File: src/hw/rtl/sfr_pkg.sv
// ----------------------------------------------------------------------------
// sfr_pkg
// types, constants and helpers shared by the sbus frame receiver modules
// ----------------------------------------------------------------------------
package sfr_pkg;

  localparam logic [7:0] START_BYTE  = 8'h0F;
  localparam int unsigned FRAME_BYTES = 25;
  // frame bytes 1..23 are kept: channel data plus the flag byte
  localparam int unsigned STORE_BYTES = 23;
  localparam int unsigned STORE_W     = STORE_BYTES * 8;

  localparam logic [7:0] END_PLAIN = 8'h00;
  localparam logic [7:0] END_ALT0  = 8'h04;
  localparam logic [7:0] END_ALT1  = 8'h14;
  localparam logic [7:0] END_ALT2  = 8'h24;
  localparam logic [7:0] END_ALT3  = 8'h34;

  localparam int unsigned RAW_W   = 11;
  localparam int unsigned PULSE_W = 12;
  localparam int unsigned IDX_W   = 4;
  localparam int unsigned FLAG_W  = 4;
  localparam int unsigned TMO_W   = 16;

  localparam logic [PULSE_W-1:0] PULSE_BASE  = 12'd880;
  localparam logic [TMO_W-1:0]   TIMEOUT_RST = 16'd100;
  localparam logic [TMO_W-1:0]   ELAPSED_MAX = 16'hFFFF;

  localparam int unsigned QUEUE_DEPTH = 2;

  typedef enum logic {
    CMD_BYTE = 1'b0,
    CMD_TICK = 1'b1
  } cmd_e;

  typedef enum logic {
    KIND_CHANNEL = 1'b0,
    KIND_STATUS  = 1'b1
  } kind_e;

  // classified item handed from the front to the back
  typedef struct packed {
    kind_e             kind;
    logic [FLAG_W-1:0] flags;
  } sfr_cmd_t;

  typedef struct packed {
    logic full;
    logic empty;
  } sfr_qstat_t;

  typedef struct packed {
    kind_e              kind;
    logic [IDX_W-1:0]   idx;
    logic [RAW_W-1:0]   raw;
    logic [PULSE_W-1:0] pulse;
    logic [FLAG_W-1:0]  flags;
    logic               healthy;
    logic               last;
  } sfr_result_t;

  function automatic logic end_byte_ok(input logic [7:0] v);
    return (v == END_PLAIN) || (v == END_ALT0) || (v == END_ALT1) ||
           (v == END_ALT2) || (v == END_ALT3);
  endfunction

  // round(raw * 0.625) + 880, ties up
  function automatic logic [PULSE_W-1:0] pulse_of(input logic [RAW_W-1:0] raw);
    logic [13:0] x5;
    logic [13:0] sum;
    x5  = {1'b0, raw, 2'b00} + {3'b000, raw};
    sum = x5 + 14'd4;
    return {1'b0, sum[13:3]} + PULSE_BASE;
  endfunction

endpackage

File: src/hw/rtl/sfr_front.sv
// ----------------------------------------------------------------------------
// sfr_front
// takes bytes and ticks, hunts for the start byte, collects the frame and
// pushes ticks and valid frames into the queue
// ----------------------------------------------------------------------------
module sfr_front #(
  parameter int unsigned DW = 176
) (
  input  logic                  clk_i,
  input  logic                  rst_ni,
  input  logic                  in_valid_i,
  output logic                  in_stall_o,
  input  logic                  command_i,
  input  logic [7:0]            rx_byte_i,
  input  sfr_pkg::sfr_qstat_t   qstat_i,
  output logic                  push_o,
  output sfr_pkg::sfr_cmd_t     push_cmd_o,
  output logic [DW-1:0]         push_data_o
);

  logic [4:0]                 pos_q, pos_d;
  logic [sfr_pkg::STORE_W-1:0] store_q, store_d;
  logic accept, is_tick, take, final_byte;

  assign in_stall_o = qstat_i.full;
  assign accept     = in_valid_i && !qstat_i.full;
  assign is_tick    = (command_i == sfr_pkg::CMD_TICK);
  assign take       = accept && !is_tick && ((pos_q != 5'd0) || (rx_byte_i == sfr_pkg::START_BYTE));
  assign final_byte = (pos_q == 5'(sfr_pkg::FRAME_BYTES - 1));

  always_comb begin
    pos_d   = pos_q;
    store_d = store_q;
    if (take) begin
      pos_d = final_byte ? 5'd0 : pos_q + 5'd1;
      // start and end bytes are not kept, byte 1 ends up in the low bits
      if ((pos_q != 5'd0) && !final_byte) begin
        store_d = {rx_byte_i, store_q[sfr_pkg::STORE_W-1:8]};
      end
    end
  end

  always_ff @(posedge clk_i or negedge rst_ni) begin
    if (!rst_ni) begin
      pos_q <= 5'd0;
    end else begin
      pos_q <= pos_d;
    end
  end

  always_ff @(posedge clk_i) begin
    store_q <= store_d;
  end

  assign push_o = accept &&
                  (is_tick || (take && final_byte && sfr_pkg::end_byte_ok(rx_byte_i)));
  assign push_cmd_o.kind  = is_tick ? sfr_pkg::KIND_STATUS : sfr_pkg::KIND_CHANNEL;
  assign push_cmd_o.flags = store_q[sfr_pkg::STORE_W-8 +: sfr_pkg::FLAG_W];
  assign push_data_o      = store_q[DW-1:0];

endmodule

File: src/hw/rtl/sfr_queue.sv
// ----------------------------------------------------------------------------
// sfr_queue
// short first-in first-out buffer between the front and the back
// ----------------------------------------------------------------------------
module sfr_queue #(
  parameter int unsigned W = 181
) (
  input  logic                clk_i,
  input  logic                rst_ni,
  input  logic                push_i,
  input  logic [W-1:0]        push_data_i,
  input  logic                pop_i,
  output logic [W-1:0]        pop_data_o,
  output sfr_pkg::sfr_qstat_t qstat_o
);

  localparam int unsigned PW = $clog2(sfr_pkg::QUEUE_DEPTH);
  localparam int unsigned CW = $clog2(sfr_pkg::QUEUE_DEPTH + 1);

  logic [W-1:0]  mem_q [sfr_pkg::QUEUE_DEPTH];
  logic [PW-1:0] wr_q, rd_q;
  logic [CW-1:0] cnt_q;

  assign qstat_o.full  = (cnt_q == CW'(sfr_pkg::QUEUE_DEPTH));
  assign qstat_o.empty = (cnt_q == '0);
  assign pop_data_o    = mem_q[rd_q];

  always_ff @(posedge clk_i or negedge rst_ni) begin
    if (!rst_ni) begin
      wr_q  <= '0;
      rd_q  <= '0;
      cnt_q <= '0;
    end else begin
      if (push_i) begin
        wr_q <= (wr_q == PW'(sfr_pkg::QUEUE_DEPTH - 1)) ? '0 : wr_q + PW'(1);
      end
      if (pop_i) begin
        rd_q <= (rd_q == PW'(sfr_pkg::QUEUE_DEPTH - 1)) ? '0 : rd_q + PW'(1);
      end
      if (push_i && !pop_i) begin
        cnt_q <= cnt_q + CW'(1);
      end else if (pop_i && !push_i) begin
        cnt_q <= cnt_q - CW'(1);
      end
    end
  end

  always_ff @(posedge clk_i) begin
    if (push_i) begin
      mem_q[wr_q] <= push_data_i;
    end
  end

endmodule

File: src/hw/rtl/sfr_back.sv
// ----------------------------------------------------------------------------
// sfr_back
// link supervision and result generation: one status per tick, one channel
// result per cycle while the output is not stalled, for a valid frame
// ----------------------------------------------------------------------------
module sfr_back #(
  parameter int unsigned CHANNEL_COUNT = 16,
  parameter int unsigned DW            = 176
) (
  input  logic                            clk_i,
  input  logic                            rst_ni,
  input  sfr_pkg::sfr_qstat_t             qstat_i,
  input  sfr_pkg::sfr_cmd_t               pop_cmd_i,
  input  logic [DW-1:0]                   pop_data_i,
  output logic                            pop_o,
  input  logic [sfr_pkg::TMO_W-1:0]       timeout_i,
  output logic                            out_valid_o,
  input  logic                            out_stall_i,
  output sfr_pkg::sfr_result_t            result_o
);

  typedef enum logic {
    ST_IDLE,
    ST_EMIT
  } state_e;

  localparam logic [sfr_pkg::IDX_W-1:0] LAST_CH = sfr_pkg::IDX_W'(CHANNEL_COUNT - 1);

  state_e                        state_q, state_d;
  logic [sfr_pkg::TMO_W-1:0]     elapsed_q, elapsed_d, elapsed_inc;
  logic                          seen_q, seen_d;
  logic [sfr_pkg::FLAG_W-1:0]    flags_q, flags_d;
  logic [DW-1:0]                 chan_q, chan_d;
  logic [sfr_pkg::IDX_W-1:0]     ch_q, ch_d;
  logic                          out_valid_q, out_valid_d;
  sfr_pkg::sfr_result_t          res_q, res_d;
  logic                          slot_free;

  assign slot_free   = !out_valid_q || !out_stall_i;
  assign elapsed_inc = (elapsed_q == sfr_pkg::ELAPSED_MAX) ? elapsed_q : elapsed_q + 16'd1;

  always_comb begin
    state_d     = state_q;
    elapsed_d   = elapsed_q;
    seen_d      = seen_q;
    flags_d     = flags_q;
    chan_d      = chan_q;
    ch_d        = ch_q;
    out_valid_d = out_valid_q && out_stall_i;
    res_d       = res_q;
    pop_o       = 1'b0;
    case (state_q)
      ST_IDLE: begin
        if (!qstat_i.empty && slot_free) begin
          pop_o = 1'b1;
          if (pop_cmd_i.kind == sfr_pkg::KIND_STATUS) begin
            elapsed_d     = elapsed_inc;
            res_d.kind    = sfr_pkg::KIND_STATUS;
            res_d.idx     = '0;
            res_d.raw     = '0;
            res_d.pulse   = sfr_pkg::PULSE_BASE;
            res_d.flags   = flags_q;
            res_d.healthy = seen_q && (elapsed_inc < timeout_i);
            res_d.last    = 1'b1;
            out_valid_d   = 1'b1;
          end else begin
            flags_d   = pop_cmd_i.flags;
            elapsed_d = '0;
            seen_d    = 1'b1;
            chan_d    = pop_data_i;
            ch_d      = '0;
            state_d   = ST_EMIT;
          end
        end
      end
      ST_EMIT: begin
        if (slot_free) begin
          res_d.kind    = sfr_pkg::KIND_CHANNEL;
          res_d.idx     = ch_q;
          res_d.raw     = chan_q[sfr_pkg::RAW_W-1:0];
          res_d.pulse   = sfr_pkg::pulse_of(chan_q[sfr_pkg::RAW_W-1:0]);
          res_d.flags   = flags_q;
          // elapsed was just cleared, so only a zero timeout fails
          res_d.healthy = (timeout_i != '0);
          res_d.last    = (ch_q == LAST_CH);
          out_valid_d   = 1'b1;
          chan_d        = chan_q >> sfr_pkg::RAW_W;
          ch_d          = ch_q + 4'd1;
          if (ch_q == LAST_CH) begin
            state_d = ST_IDLE;
          end
        end
      end
      default: begin
        state_d = ST_IDLE;
      end
    endcase
  end

  always_ff @(posedge clk_i or negedge rst_ni) begin
    if (!rst_ni) begin
      state_q     <= ST_IDLE;
      elapsed_q   <= '0;
      seen_q      <= 1'b0;
      flags_q     <= '0;
      chan_q      <= '0;
      ch_q        <= '0;
      out_valid_q <= 1'b0;
      res_q       <= '0;
    end else begin
      state_q     <= state_d;
      elapsed_q   <= elapsed_d;
      seen_q      <= seen_d;
      flags_q     <= flags_d;
      chan_q      <= chan_d;
      ch_q        <= ch_d;
      out_valid_q <= out_valid_d;
      res_q       <= res_d;
    end
  end

  assign out_valid_o = out_valid_q;
  assign result_o    = res_q;

endmodule

File: src/hw/rtl/sbus_frame_receiver_unit.sv
// ----------------------------------------------------------------------------
// sbus_frame_receiver_unit
// sbus frame receiver with link supervision, top level
// ----------------------------------------------------------------------------
// Each item is a received byte or a one millisecond tick. The front collects
// the 25-byte frame and, on a valid end byte, queues the frame together with
// ticks in a two-entry queue. The back turns a tick into one status result in
// the cycle after it leaves the queue, and a valid frame into CHANNEL_COUNT
// channel results, one per cycle while the output is not stalled, after a
// loading step. Input stalls only while the queue is full. Results leave
// through an output register. The timeout register may be written at any time
// the block is idle.
// ----------------------------------------------------------------------------
module sbus_frame_receiver_unit #(
  parameter int unsigned CHANNEL_COUNT = 16
) (
  input  logic                              clk_i,
  input  logic                              rst_ni,
  input  logic                              cfg_valid_i,
  output logic                              cfg_ready_o,
  input  logic [sfr_pkg::TMO_W-1:0]         cfg_data_i,
  input  logic                              in_valid_i,
  output logic                              in_stall_o,
  input  logic                              command_i,
  input  logic [7:0]                        rx_byte_i,
  output logic                              out_valid_o,
  input  logic                              out_stall_i,
  output logic                              kind_o,
  output logic [sfr_pkg::IDX_W-1:0]         channel_index_o,
  output logic [sfr_pkg::RAW_W-1:0]         channel_raw_o,
  output logic [sfr_pkg::PULSE_W-1:0]       pulse_us_o,
  output logic                              digital_17_o,
  output logic                              digital_18_o,
  output logic                              frame_lost_o,
  output logic                              failsafe_flag_o,
  output logic                              link_healthy_o,
  output logic                              last_o
);

  localparam int unsigned DW = CHANNEL_COUNT * sfr_pkg::RAW_W;
  localparam int unsigned QW = DW + $bits(sfr_pkg::sfr_cmd_t);

  logic [sfr_pkg::TMO_W-1:0] timeout_q;
  sfr_pkg::sfr_qstat_t       qstat;
  logic                      push, pop;
  sfr_pkg::sfr_cmd_t         push_cmd, pop_cmd;
  logic [DW-1:0]             push_data, pop_data;
  logic [QW-1:0]             pop_word;
  sfr_pkg::sfr_result_t      result;

  assign cfg_ready_o = 1'b1;

  always_ff @(posedge clk_i or negedge rst_ni) begin
    if (!rst_ni) begin
      timeout_q <= sfr_pkg::TIMEOUT_RST;
    end else if (cfg_valid_i) begin
      timeout_q <= cfg_data_i;
    end
  end

  sfr_front #(
    .DW (DW)
  ) u_front (
    .clk_i       (clk_i),
    .rst_ni      (rst_ni),
    .in_valid_i  (in_valid_i),
    .in_stall_o  (in_stall_o),
    .command_i   (command_i),
    .rx_byte_i   (rx_byte_i),
    .qstat_i     (qstat),
    .push_o      (push),
    .push_cmd_o  (push_cmd),
    .push_data_o (push_data)
  );

  sfr_queue #(
    .W (QW)
  ) u_queue (
    .clk_i       (clk_i),
    .rst_ni      (rst_ni),
    .push_i      (push),
    .push_data_i ({push_cmd, push_data}),
    .pop_i       (pop),
    .pop_data_o  (pop_word),
    .qstat_o     (qstat)
  );

  assign pop_cmd  = pop_word[QW-1:DW];
  assign pop_data = pop_word[DW-1:0];

  sfr_back #(
    .CHANNEL_COUNT (CHANNEL_COUNT),
    .DW            (DW)
  ) u_back (
    .clk_i       (clk_i),
    .rst_ni      (rst_ni),
    .qstat_i     (qstat),
    .pop_cmd_i   (pop_cmd),
    .pop_data_i  (pop_data),
    .pop_o       (pop),
    .timeout_i   (timeout_q),
    .out_valid_o (out_valid_o),
    .out_stall_i (out_stall_i),
    .result_o    (result)
  );

  assign kind_o          = result.kind;
  assign channel_index_o = result.idx;
  assign channel_raw_o   = result.raw;
  assign pulse_us_o      = result.pulse;
  assign digital_17_o    = result.flags[0];
  assign digital_18_o    = result.flags[1];
  assign frame_lost_o    = result.flags[2];
  assign failsafe_flag_o = result.flags[3];
  assign link_healthy_o  = result.healthy;
  assign last_o          = result.last;

endmodule

File: config.mk
export PLATFORM = sky130hd
export DESIGN_NAME = sbus_frame_receiver_unit
export DESIGN_NICKNAME = d
export VERILOG_FILES = /design/src/hw/rtl/sfr_pkg.sv /design/src/hw/rtl/sfr_front.sv /design/src/hw/rtl/sfr_queue.sv /design/src/hw/rtl/sfr_back.sv /design/src/hw/rtl/sbus_frame_receiver_unit.sv
export SDC_FILE = /design/constraint.sdc
export NUM_CORES = 1
export LEC_CHECK = 0
export ABC_AREA = 1
export BUFFER_PORTS_ARGS = -buffer_cell sky130_fd_sc_hd__buf_2
export CAP_MARGIN = 25
export CORE_MARGIN = 2
export CORE_UTILIZATION = 45
export CTS_CLUSTER_DIAMETER = 150
export DETAILED_ROUTE_END_ITERATION = 10
export PLACE_DENSITY = 0.71
export SLEW_MARGIN = 20
export SYNTH_ARGS = -nofsm -noshare
export SYNTH_HDL_FRONTEND = slang
export SYNTH_SLANG_ARGS = --single-unit
File: constraint.sdc
create_clock -name clk_i -period 10.6 [get_ports clk_i]
set_clock_uncertainty 0.1 [all_clocks]
set_input_delay 0.53 -clock clk_i [delete_from_list [all_inputs] [get_ports clk_i]]
set_output_delay 0.53 -clock clk_i [all_outputs]
set_load 0.005 [all_outputs]
# == After elaboration in Yosys (flattened, before gate mapping) ==
# Memory sizes are Yosys's and may differ from the RTL's.
# Index checks and enable logic that the tools add are counted.
# classes
n_eq_ne,13
n_addsub,10
mux,33
n_bitwise,2
magnitude_cmp,1
reduce_logical,37
# op_table
op,count
176-bit 2-to-1 mux,3
176-bit case mux with 2 select lines,1
34-bit 2-to-1 mux,3
34-bit case mux with 2 select lines,1
16-bit 2-to-1 mux,2
"16-bit by 1-bit adder with 16-bit output, second input constant",1
"16-bit == test, second input constant",1
"8-bit by 6-bit == test with 1-bit output, second input constant",2
16-bit < comparator,1
16-bit nonzero test,1
13-bit by 11-bit adder with 14-bit output,1
"14-bit by 3-bit adder with 14-bit output, second input constant",1
1-bit 2-to-1 mux,14
"11-bit by 10-bit adder with 12-bit output, second input constant",1
1-bit logical AND,12
4-bit 2-to-1 mux,3
3-bit AND reduction,3
"8-bit by 3-bit == test with 1-bit output, second input constant",1
"8-bit by 4-bit == test with 1-bit output, second input constant",1
"8-bit by 5-bit == test with 1-bit output, second input constant",1
1-bit logical NOT,8
8-bit logical NOT,1
4-bit case mux with 2 select lines,1
1-bit logical OR,7
18 further kinds,25
# totals
ram_bits,362
memories,1
word_cells,117
input_bits,30
out_inout_bits,37
ff_bits,446
# memory_table
name,words,width,read_ports,rd_ports_with_merged_regs,write_ports,line_no,source
u_queue.mem_q,2,181,1,0,1,sfr_queue.sv:20,logic [W-1:0] mem_q [sfr_pkg::QUEUE_DEPTH];

# == Depth between registers and ports, before layout ==
# depth
word_depth,13
depth_mapped,18
depth_no_buf,18

# == Modules after synthesis ==
# From an unflattened synthesis, not the netlist that was laid out.
# hier_totals
cells_unflattened,2490
hier_area_um2,32974.1
# modules_own_cells
mod,cells_each,area_per_inst_um2,seq_area_each_um2,n_inst
sfr_queue,588,13377.8,10970.5,1
sfr_back,1403,11589.9,5930.7,1
sfr_front,429,7347.0,5650.4,1
sbus_frame_receiver_unit,70,659.4,404.1,1

# == Least setup slack after synthesis ==
# No wires, ideal clock.
# synth_timing
path_type,input to register
from,in rx_byte_i[5]
to,mem u_queue.mem_q[1][0] (enable)
n_path_buf,0
path_slack_ps,852
setup_ps,724
arrival_time_ps,8924
t_required_ps,9776
path_stages,9
cell_sequence,nor2_1 nand2_1 o21ai_1 nand2_2 nor2_2 o2111ai_1 nand2_1 nand2_1 nor2_1
# synth_between
elab_chain_cells,10
elab_cells_between_ends,18
classes_between,eq/ne: 5; mux: 2; reduce/logical: 11
# synth_rtl
item,line_no,source
from (decl),sbus_frame_receiver_unit.sv:25,"input logic [7:0] rx_byte_i,"
8-bit by 3-bit == test with 1-bit output / 8-bit logical NOT (equally long branches),sfr_pkg.sv:63,return (v == END_PLAIN) || (v == END_ALT0) || (v == END_ALT1) ||
1-bit logical OR (3 in a row),sfr_pkg.sv:63,
1-bit logical OR,sfr_pkg.sv:64,(v == END_ALT2) || (v == END_ALT3);
1-bit logical AND *,sfr_front.sv:56,(is_tick || (take && final_byte && sfr_pkg::end_byte_ok(rx_byte_i)));
1-bit logical OR *,sfr_front.sv:56,
1-bit logical AND *,sfr_front.sv:55,assign push_o = accept &&
1-bit 2-to-1 mux *,sfr_queue.sv:49,if (push_i) begin
1-bit 2-to-1 mux (not written as such) *,sfr_queue.sv:50,mem_q[wr_q] <= push_data_i;
to (decl),sfr_queue.sv:20,
# Mark *: on every way between the ends. The rest lies on a longest branch, timed or not.

# == Worst setup path after layout ==
# layout_timing
from,in rx_byte_i[5]
to,mem u_queue.mem_q[0][8] (enable)
# The elaborated chain is that of the path after synthesis.

==> results_dict.tcl <==
set metrics [dict create \
    max_freq_mhz 250 \
    ys_ff_latch 808 \
    cts_max_level 3 \
    die_w_um 268 \
    finalWeightedCongestion 0.808 \
    cp-start-kind "input port" \
    grt_pass1_vias 19000 \
    drive_gt1_frac 0.122 \
    die-area_um2 71700 \
    cts-buffers-inserted 81 \
    min_path_type "input port to flip-flop" \
    clock_path_buffers 3 \
    core_area_um2 68700 \
    grt_pass1_wl_um 99300 \
    clock-root-buffer "clkbuf_16" \
    netlist_top_cells_count "nand2_1, edfxtp_1, o21ai_0" \
    synthesis.instances 2483 \
    clock_sinks 808 \
    row_count 96 \
    syn2layout_area_growth_pct 12.5 \
    worstSkewPairLatency_ps 620 \
    drc 0 \
    hold_depth 1 \
    hold_end "u_front.store_q[177]$_DFFE_PP_" \
    cts_resized 0 \
    grt-busiest-layer "met2" \
    drtPass1Iterations 7 \
    path_clk_slew_ps 60 \
    cts_tree "built" \
    syn_area_um2 31300 \
    netlist.area_leader.share 0.524 \
    vias 18600 \
    synth_nets 2552 \
    max-slew-margin-rel 0.308 \
    diodes 0 \
    pre_cts_slack_ps 6480 \
    grt_use_total 0.172 \
    yosys_warnings 0 \
    setup_violations 0 \
    worst_pin_slew_ps 1040 \
    rsz0062_at_grt "no" \
    antenna_found_initial 0 \
    placed_cell_area_um2 32300 \
    synth_area_leader_cell "edfxtp_1" \
    yosysMostFrequentCell "nand2_1" \
    status "finished, final reports clean" \
    required_ps 10730 \
    start_util 0.456 \
    drt_iter0_markers 1447 \
    avgRoutedWirePerCell_um 17.2 \
    path_max_fanout 111 \
    async_flop_share 0.324 \
    drv_slew 0 \
    finalWirelength_um 60800 \
    p_per_area_nw_per_um2 283 \
    reg2reg_to "u_queue.mem_q[0][8]$_DFFE_PP_" \
    ir_worst_vdd_mv 0.165 \
    reg2reg_depth 12 \
    port_buffers 65 \
    finalCritPeriodShare 0.377 \
    tns_ps 0 \
    num_io_pins 67 \
    period_needed_ps 4000 \
    ys.flop_type "edfxtp_1" \
    hold_viol_final 0 \
    ys_seq_area_frac 0.733 \
    drv_cap 0 \
    worstSetupPathType "input port to flip-flop" \
    cp.arrival_ps 4120 \
    nets 2605 \
    grt_use_met2 0.294 \
    use_met1 0.229 \
    synth_cell_type_count 45 \
    p_leak_nw 13.3 \
    viasPerCell 5.25 \
    cp-end-kind "flip-flop" \
    die_y_um 268 \
    yosys-top-cells-area "edfxtp_1, dfrtp_1, nand2_1" \
    worstHoldStart "rx_byte_i[1]" \
    grt_start_max_net_pins 242 \
    final_area_um2 35200 \
    overflow 0 \
    synth-edff-count 546 \
    met3_usage 0.0281 \
    fillCellCount 5711 \
    syn_area_per_cell_um2 12.6 \
    finalWorstSetupSlack_ps 6600 \
    r2r_start "u_front.pos_q[0]$_DFFE_PN0P_" \
    p_total_mw 9.97 \
    r2r_slack_ps 6760 \
    drtAntennaViolNets 0 \
    dp_hpwl_um 32800 \
]
layout by cell type (no fill, tap or decap), types with 6 or more instances in the layout:
| cell | instances |
|---|---|
| nand2_1 | 655 |
| edfxtp_1 | 546 |
| o21ai_0 | 261 |
| dfrtp_1 | 258 |
| nand3_1 | 192 |
| inv_1 | 85 |
| clkbuf_16 | 83 |
| o21ai_2 | 76 |
| buf_2 | 64 |
| o21ai_1 | 62 |
| nor2_1 | 48 |
| ha_1 | 38 |
| clkbuf_1 | 21 |
| a21oi_1 | 20 |
| nor3_1 | 11 |
| o211ai_1 | 11 |
| clkinv_1 | 11 |
| buf_4 | 11 |
| clkinv_2 | 10 |
| bufinv_16 | 10 |
| nand4_1 | 9 |
| xor2_1 | 9 |
| dlygate4sd3_1 | 9 |
| clkbuf_8 | 8 |
| inv_2 | 7 |
| o22ai_1 | 7 |
| nor2_4 | 6 |
| a31oi_1 | 6 |
kinds of logic (layout without fill, tap and decap cells):
group / count (synthesis) / after routing / synth area share
xor+xnor: 13 / 13 / 0.00364
other cells: 1 / 1 / 0.000120
simple gates: 945 / 945 / 0.126
buf+inv: 221 / 341 / 0.0359
flops: 808 / 808 / 0.733
fa+ha+maj: 39 / 39 / 0.0158
compound gates: 451 / 451 / 0.0835
mux: 5 / 5 / 0.00160
flip-flops by register name (all words and copies together) (netlist names), 2 cells and up:
signal            count
u_queue.mem_q       362
u_front.store_q     184
u_back.chan_q       176
u_back.result_o      34
timeout_q            16
u_back.elapsed_q     16
u_front.pos_q         5
u_back.ch_q           4
u_back.flags_q        4
u_queue.cnt_q         2
worst max path at each step:
stage | from | end
after detailed placement | rx_byte_i[7] | u_queue.mem_q[0][30]$_DFFE_PP_
final | rx_byte_i[5] | u_queue.mem_q[0][8]$_DFFE_PP_
after global placement | rx_byte_i[7] | u_queue.mem_q[0][19]$_DFFE_PP_
after global routing | rx_byte_i[7] | u_queue.mem_q[0][30]$_DFFE_PP_
after floorplan | rx_byte_i[5] | u_queue.mem_q[1][0]$_DFFE_PP_
after CTS | rx_byte_i[7] | u_queue.mem_q[0][22]$_DFFE_PP_
per-layer routing:
layer  wire length [um]  part of all wire
met1              26700              0.44
met2              30400              0.50
met3               2540             0.042
met4               1170             0.019
met5                  0                 0
worst max-delay path, cell delays in order:
cell and delay [ps]:
dlygate4sd3_1 530, buf_2 130, nor2_1 210, nand2_1 100, o21ai_1 200, nand2_2 160
nor2_2 200, o2111ai_1 130, nand2_1 100, nand3_1 190, inv_8 640, buf_4 920
metrics by stage:
stage / utilization / hold slack (ps) / cells
2_1_floorplan: - / 134 / 2483
3_3_place_gp: 0.469 / 310 / 3370
3_5_place_dp: 0.470 / 305 / 3371
4_1_cts: 0.511 / 0.732 / 3530
5_1_grt: 0.512 / 11.9 / 3534
6_report: 0.512 / 37.0 / 3534
final cells by class:
cell class,instances,area [um^2],share of cell area
Clock buffer,112,2270,0.0644
Sequential cell,808,23000,0.652
Clock inverter,38,485,0.0138
Multi-Input combinational cell,1454,7250,0.206
Tap cell,931,1160,0.0331
Timing Repair Buffer,94,702,0.0199
Inverter,97,387,0.0110
what timing repair did:
action / 4_1_cts / 5_1_grt
endpoints found under the hold margin: 83 / 0
setup buffers: 0 / 0
hold buffers: 9 / 0
report_power, final:
| part | internal (mW) | switching [mW] |
|---|---|---|
| Clock | 1.75 | 1.17 |
| Combinational | 0.793 | 1.69 |
| Sequential | 4.19 | 0.393 |
(Power assumes the default switching activity.)
